--- config.mk ---
export PLATFORM = sky130hd
export DESIGN_NAME = sorted_list_priority_queue
export DESIGN_NICKNAME = d
export VERILOG_FILES = /design/src/slpq_pkg.sv /design/src/slpq_cell.sv /design/src/sorted_list_priority_queue.sv
export VERILOG_INCLUDE_DIRS = /design/src /design/src/src
export SDC_FILE = /design/constraint.sdc
export NUM_CORES = 2
export LEC_CHECK = 0
export ABC_AREA = 1
export BUFFER_PORTS_ARGS = -buffer_cell sky130_fd_sc_hd__clkbuf_2
export CAP_MARGIN = 20
export CORE_MARGIN = 3
export CORE_UTILIZATION = 59
export CTS_BUF_LIST = sky130_fd_sc_hd__clkbuf_16
export DETAILED_ROUTE_END_ITERATION = 10
export PLACE_DENSITY_LB_ADDON = 0.12
export SLEW_MARGIN = 20
export SYNTH_ARGS = -nofsm -noshare
export SYNTH_HDL_FRONTEND = slang
export SYNTH_SLANG_ARGS = --single-unit
--- constraint.sdc ---
create_clock -name clk -period 5.6 [get_ports clk]
set_input_delay 1.4 -clock clk [delete_from_list [all_inputs] [get_ports clk]]
set_output_delay 1.4 -clock clk [all_outputs]
set_load 0.03 [all_outputs]
--- src/assert_macros.svh ---
// ----------------------------------------------------------------------------
// assert_macros
// Assertion macros for the RTL that carries checks (the top-level queue).
// ----------------------------------------------------------------------------
`ifndef ASSERT_MACROS_SVH
`define ASSERT_MACROS_SVH

// Same-cycle implication, disabled while reset is asserted.
`define SLPQ_ASSERT_IMP(label, clk, rst_n, ante, cons) \
	label: assert property (@(posedge clk) disable iff (!(rst_n)) (ante) |-> (cons)) \
		else $error("slpq: same-cycle check failed");

// Next-cycle implication, disabled while reset is asserted.
`define SLPQ_ASSERT_NXT(label, clk, rst_n, ante, cons) \
	label: assert property (@(posedge clk) disable iff (!(rst_n)) (ante) |=> (cons)) \
		else $error("slpq: next-cycle check failed");

`endif

--- src/slpq_pkg.sv ---
// ----------------------------------------------------------------------------
// slpq_pkg
// Shared types and codes for the sorted-list priority queue.
// ----------------------------------------------------------------------------
`default_nettype none

package slpq_pkg;

	localparam int CAPACITY_DEF = 16;
	localparam int VALUE_W      = 32;
	localparam int OP_W         = 2;
	localparam int STATUS_W     = 2;
	localparam int COUNT_OUT_W  = 5;

	localparam logic [OP_W-1:0] OP_INSERT = 2'd0;
	localparam logic [OP_W-1:0] OP_POP    = 2'd1;
	localparam logic [OP_W-1:0] OP_REMOVE = 2'd2;
	localparam logic [OP_W-1:0] OP_PEEK   = 2'd3;

	localparam logic [STATUS_W-1:0] ST_OK      = 2'd0;
	localparam logic [STATUS_W-1:0] ST_MISSING = 2'd1;
	localparam logic [STATUS_W-1:0] ST_FULL    = 2'd2;

	// Broadcast from the top level to every cell.
	typedef struct packed {
		logic                      ins_en;
		logic                      pop_en;
		logic                      rem_en;
		logic signed [VALUE_W-1:0] operand;
	} slpq_ctrl_t;

endpackage

`default_nettype wire

--- src/slpq_cell.sv ---
// ----------------------------------------------------------------------------
// slpq_cell
// One slot of the sorted row: holds an entry, compares it with the operand
// and takes a value from its left or right neighbour on a shift.
// ----------------------------------------------------------------------------
`default_nettype none

module slpq_cell
	import slpq_pkg::*;
(
	input  wire logic                      clk,
	input  wire slpq_ctrl_t                ctrl,
	input  wire logic                      occupied,
	input  wire logic                      left_ge,
	input  wire logic signed [VALUE_W-1:0] left_val,
	input  wire logic signed [VALUE_W-1:0] right_val,
	output logic                           ge,
	output logic                           match,
	output logic signed [VALUE_W-1:0]      val
);

	logic signed [VALUE_W-1:0] entry_q;

	// An empty slot counts as larger than anything, so ge rises once along the row.
	assign ge    = !occupied || ($signed(entry_q) >= $signed(ctrl.operand));
	assign match = occupied && (entry_q == ctrl.operand);
	assign val   = entry_q;

	always_ff @(posedge clk) begin
		if (ctrl.ins_en) begin
			if (left_ge) begin
				entry_q <= left_val;
			end else if (ge) begin
				entry_q <= ctrl.operand;
			end
		end else if (ctrl.pop_en || (ctrl.rem_en && ge)) begin
			entry_q <= right_val;
		end
	end

endmodule

`default_nettype wire

--- src/sorted_list_priority_queue.sv ---
// ----------------------------------------------------------------------------
// sorted_list_priority_queue
// Ascending store of signed values in a row of compare-and-shift cells,
// serving insert, pop smallest, remove matching value and peek smallest.
// ----------------------------------------------------------------------------
//   channel | handshake          | payload
//   in      | in_valid/in_stall  | operation, operand_value
//   out     | out_valid/out_stall| result_value, status, entry_count, is_empty
//
// Every cell compares and shifts in parallel, and the
// result lands in the output register on the accepting edge.
// A new beat is taken each cycle while the output register is free or drained.
// Reset clears the count and output valid; cell contents are left as they are.
// A stalled output holds its beat and stalls the input side.
// ----------------------------------------------------------------------------
`default_nettype none

module sorted_list_priority_queue
	import slpq_pkg::*;
#(
	parameter int CAPACITY = CAPACITY_DEF
) (
	input  wire logic                          clk,
	input  wire logic                          arst_n,
	input  wire logic                          in_valid,
	output logic                               in_stall,
	input  wire logic [OP_W-1:0]               operation,
	input  wire logic signed [VALUE_W-1:0]     operand_value,
	output logic                               out_valid,
	input  wire logic                          out_stall,
	output logic signed [VALUE_W-1:0]          result_value,
	output logic [STATUS_W-1:0]                status,
	output logic [COUNT_OUT_W-1:0]             entry_count,
	output logic                               is_empty
);

	`include "assert_macros.svh"

	localparam int CW = $clog2(CAPACITY + 1);

	logic [CW-1:0]             count_q;
	logic [CW-1:0]             count_nxt;
	logic                      out_valid_q;
	logic signed [VALUE_W-1:0] result_value_q;
	logic [STATUS_W-1:0]       status_q;
	logic [COUNT_OUT_W-1:0]    entry_count_q;
	logic                      is_empty_q;

	logic                      in_acc;
	logic                      full;
	logic                      empty;
	logic                      found;
	logic signed [VALUE_W-1:0] res_val;
	logic [STATUS_W-1:0]       res_status;
	slpq_ctrl_t                ctrl;

	logic [CAPACITY-1:0]       occ;
	logic [CAPACITY-1:0]       ge;
	logic [CAPACITY-1:0]       match;
	logic signed [VALUE_W-1:0] cell_val [CAPACITY];

	assign in_stall = out_valid_q && out_stall;
	assign in_acc   = in_valid && !in_stall;
	assign full     = (count_q == CW'(CAPACITY));
	assign empty    = (count_q == '0);
	assign found    = |match;

	always_comb begin
		ctrl.ins_en  = 1'b0;
		ctrl.pop_en  = 1'b0;
		ctrl.rem_en  = 1'b0;
		ctrl.operand = operand_value;
		res_val      = '0;
		res_status   = ST_OK;
		count_nxt    = count_q;
		case (operation)
			OP_INSERT: begin
				if (full) begin
					res_status = ST_FULL;
				end else begin
					ctrl.ins_en = in_acc;
					count_nxt   = count_q + 1'b1;
				end
			end
			OP_POP: begin
				if (empty) begin
					res_status = ST_MISSING;
				end else begin
					ctrl.pop_en = in_acc;
					res_val     = cell_val[0];
					count_nxt   = count_q - 1'b1;
				end
			end
			OP_REMOVE: begin
				if (!found) begin
					res_status = ST_MISSING;
				end else begin
					ctrl.rem_en = in_acc;
					count_nxt   = count_q - 1'b1;
				end
			end
			OP_PEEK: begin
				if (empty) begin
					res_status = ST_MISSING;
				end else begin
					res_val = cell_val[0];
				end
			end
			default: begin
				res_status = ST_OK;
			end
		endcase
	end

	for (genvar i = 0; i < CAPACITY; i++) begin : g_cell
		logic                      l_ge;
		logic signed [VALUE_W-1:0] l_val;
		logic signed [VALUE_W-1:0] r_val;

		assign occ[i] = (CW'(i) < count_q);

		if (i == 0) begin : g_first
			assign l_ge  = 1'b0;
			assign l_val = operand_value;
		end else begin : g_mid
			assign l_ge  = ge[i-1];
			assign l_val = cell_val[i-1];
		end

		if (i == CAPACITY - 1) begin : g_last
			assign r_val = cell_val[i];
		end else begin : g_inner
			assign r_val = cell_val[i+1];
		end

		slpq_cell u_cell (
			.clk      (clk),
			.ctrl     (ctrl),
			.occupied (occ[i]),
			.left_ge  (l_ge),
			.left_val (l_val),
			.right_val(r_val),
			.ge       (ge[i]),
			.match    (match[i]),
			.val      (cell_val[i])
		);
	end

	always_ff @(posedge clk or negedge arst_n) begin
		if (!arst_n) begin
			count_q     <= '0;
			out_valid_q <= 1'b0;
		end else begin
			if (in_acc) begin
				count_q     <= count_nxt;
				out_valid_q <= 1'b1;
			end else if (!out_stall) begin
				out_valid_q <= 1'b0;
			end
		end
	end

	always_ff @(posedge clk) begin
		if (in_acc) begin
			result_value_q <= res_val;
			status_q       <= res_status;
			entry_count_q  <= COUNT_OUT_W'(count_nxt);
			is_empty_q     <= (count_nxt == '0);
		end
	end

	assign out_valid    = out_valid_q;
	assign result_value = result_value_q;
	assign status       = status_q;
	assign entry_count  = entry_count_q;
	assign is_empty     = is_empty_q;

	`SLPQ_ASSERT_IMP(a_count_bound, clk, arst_n, 1'b1, count_q <= CW'(CAPACITY))
	`SLPQ_ASSERT_NXT(a_ins_grows, clk, arst_n, ctrl.ins_en, count_q == CW'($past(count_q) + 1'b1))
	`SLPQ_ASSERT_NXT(a_acc_shows, clk, arst_n, in_acc, out_valid_q)

endmodule

`default_nettype wire

==> flow_summary.yaml <==
outcome:
  status: "completed"
global_routing:
  track_usage: 0.388
  grt_pass1_vias: 37900
  antenna_found_initial: 6
  grt_pass1_wl_mm: 223
  grt-ovfl-total: 0
  grt_start_max_net_pins: 209
synth:
  ys_top_cells_by_count: "nand2_1, edfxtp_1, ha_1"
  synthTopCellsByArea: "edfxtp_1, nand2_1, ha_1, nand3_1, o21ai_0"
  synth_top_flop_cell: "edfxtp_1"
  async_reset_ff_frac: 0.0108
  synthCells: 5462
  yosysSeqAreaShare: 0.395
  synth_seq_cells: 558
  syn_area_mm2: 0.0423
  synth_top_cell_by_area: "edfxtp_1"
  yosysTopAreaCellShare: 0.392
  avgSynthCellArea_um2: 7.75
  synth.distinct_cells: 47
  synth_edf_count: 552
  synth.most_common_cell: "nand2_1"
  synth_nets: 6016
  ys_warn_count: 0
worst_setup_path:
  cp-startpoint: "operand_value[1]"
  worstSetupPathType: "in2reg"
  worstReg2RegStart: "count_q[1]"
  crit_arrival_ns: 4.82
  cp-start-kind: "primary input"
  reg2reg_to: "g_cell[1].u_cell.val[21]"
  cp-end-kind: "flip-flop"
  cp.required_ns: 5.96
  reg2reg_slack_ns: 1.65
  reg2reg_depth: 14
  critical_path.endpoint: "g_cell[2].u_cell.val[17]"
  cp_max_fo: 25
clocking:
  clk_pin_slew_ns: 0.06
  cts.sinks: 558
  cts-root-buf: "clkbuf_16"
  clock_path_buffers: 3
  clkLatencyLatePin_ns: 0.63
  cts-buffers-inserted: 69
  post_cts_resized: 0
  cts_tree: "yes"
  htree_levels: 3
  cts_setup_buffers: 0
  cts_hold_buf: 0
finish:
  nFillCells: 6205
  drive_above_1_share: 0.0671
  areaGrowthSynthToFinish_pct: 9.02
  final_util: 0.654
  stdcell_count: 6455
  nNetsFinal: 6014
floorplan:
  rows: 97
  dieArea_mm2: 0.0750
  die_y_um: 274
  io_pins: 80
  coreArea_mm2: 0.0705
  start_util: 0.600
  fp.dieW_um: 274
pwr:
  p_leak_nw: 21.5
  powerDensity_mw_per_mm2: 321
  ir_drop_uv: 310
  total_power_mw: 14.8
place:
  globalplace.congestion: 0.949
  io_buffers: 79
  dp_slack_ns: 0.695
  hpwl_mm: 105
  placedCellCount: 6329
sta:
  worst_pin_slew_ns: 1.00
  fmax_mhz: 224
  finalClockSkew_ns: 0.0242
  hold_viol_final: 0
  fin_tns_setup_ns: 0
  finalCritPeriodShare: 0.796
  slew_violations: 0
  period_needed_ns: 4.46
  timing.final.ws_setup_ns: 1.14
  grt_setup_unrepaired: "false"
  relSlewSlack: 0.333
  setup_viol: 0
drt:
  drc: 0
  vias: 40200
  wl_mm: 147
  vias_per_cell: 6.23
  wire_per_inst_um: 22.8
  drtIter0Drc: 4876
  drtPass1Iterations: 6
  final_antenna_net_count: 0
min_path:
  hp-class: "reg2reg"
job:
  drv_cap: 0
[through the flow]
stage	hold WS [ns]	cell area, um2
after floorplan	0.520	42300
after global placement	0.472	43900
after detailed placement	0.483	43900
after CTS	0.496	46100
after global routing	0.540	46100
final	0.504	46100
[layer usage]
layer	global-route usage	up-vias	wire (um)
li1	-	18600	-
met1	0.492	18700	54400
met2	0.627	2364	67500
met3	0.0840	524	16300
met4	0.195	0	8850
met5	0	-	0
[worst max-delay path, cell delays in order]
cell and delay [ns]:
clkbuf_2 0.16, inv_1 0.09, buf_4 0.22, ha_1 0.33, inv_1 0.04, nor2_1 0.07, nor2_1 0.04, o21ai_0 0.19
a21oi_1 0.11, o21ai_0 0.28, nand2_1 0.12, nand3b_1 0.10, nand3_1 0.48, buf_4 0.42, o21ai_0 0.59, o21ai_1 0.13
[state kept, by name, summed over array words and instances (netlist names)]
register	count
g_cell.u_cell.val	512
result_value	32
count_q	5
entry_count	5
status	2
is_empty	1
out_valid	1
[cell usage in the layout, fill, tap and decap left out, types with 12 or more instances in the layout]
master	instances
nand2_1	1883
edfxtp_1	552
ha_1	516
inv_1	419
nand3_1	394
nor2_1	368
o21ai_0	338
a21oi_1	267
nand4_1	265
buf_4	130
clkbuf_2	79
clkbuf_16	69
o21ai_1	24
o211ai_1	21
clkinv_1	19
buf_12	15
a211oi_1	13
nand3b_1	12
[logic make-up (layout without fill, tap and decap cells)]
kind of cell	Yosys count	count (layout)	share of synthesized area
AOI/OAI and AO/OA	711	711	0.0890
xor gates and xnor gates	2	2	0.000414
adders and majority gates	516	516	0.153
buffers and inverters	718	767	0.0684
DFF	558	558	0.395
other	0	4	0
and+or+nand+nor	2957	2957	0.294
[cell type report]
type | instances | area (um2) | area share
Antenna cell | 4 | 10.0 | 0.000217
Tap cell | 940 | 1180 | 0.0255
Sequential cell | 558 | 16700 | 0.363
Timing Repair Buffer | 224 | 1670 | 0.0362
Clock inverter | 53 | 455 | 0.00987
Inverter | 421 | 1590 | 0.0345
Clock buffer | 69 | 1730 | 0.0374
Multi-Input combinational cell | 4186 | 22800 | 0.494
[report_power, final]
part | internal, mW | switching [mW]
clock | 2.57 | 1.91
combinational | 1.37 | 3.26
sequential | 5.24 | 0.477
total | 9.18 | 5.64
[how the worst min path moves through the flow]
stage	start	to	slack, ns	cells past startpoint
2_1_floorplan	g_cell[12].u_cell.val[0]	g_cell[11].u_cell.val[0]	0.52	2
3_3_place_gp	out_valid	out_valid	0.47	2
3_5_place_dp	out_valid	out_valid	0.48	2
4_1_cts	out_valid	out_valid	0.50	2
5_1_grt	out_valid	out_valid	0.54	2
6_report	out_valid	out_valid	0.50	2
(Power assumes the default switching activity.)
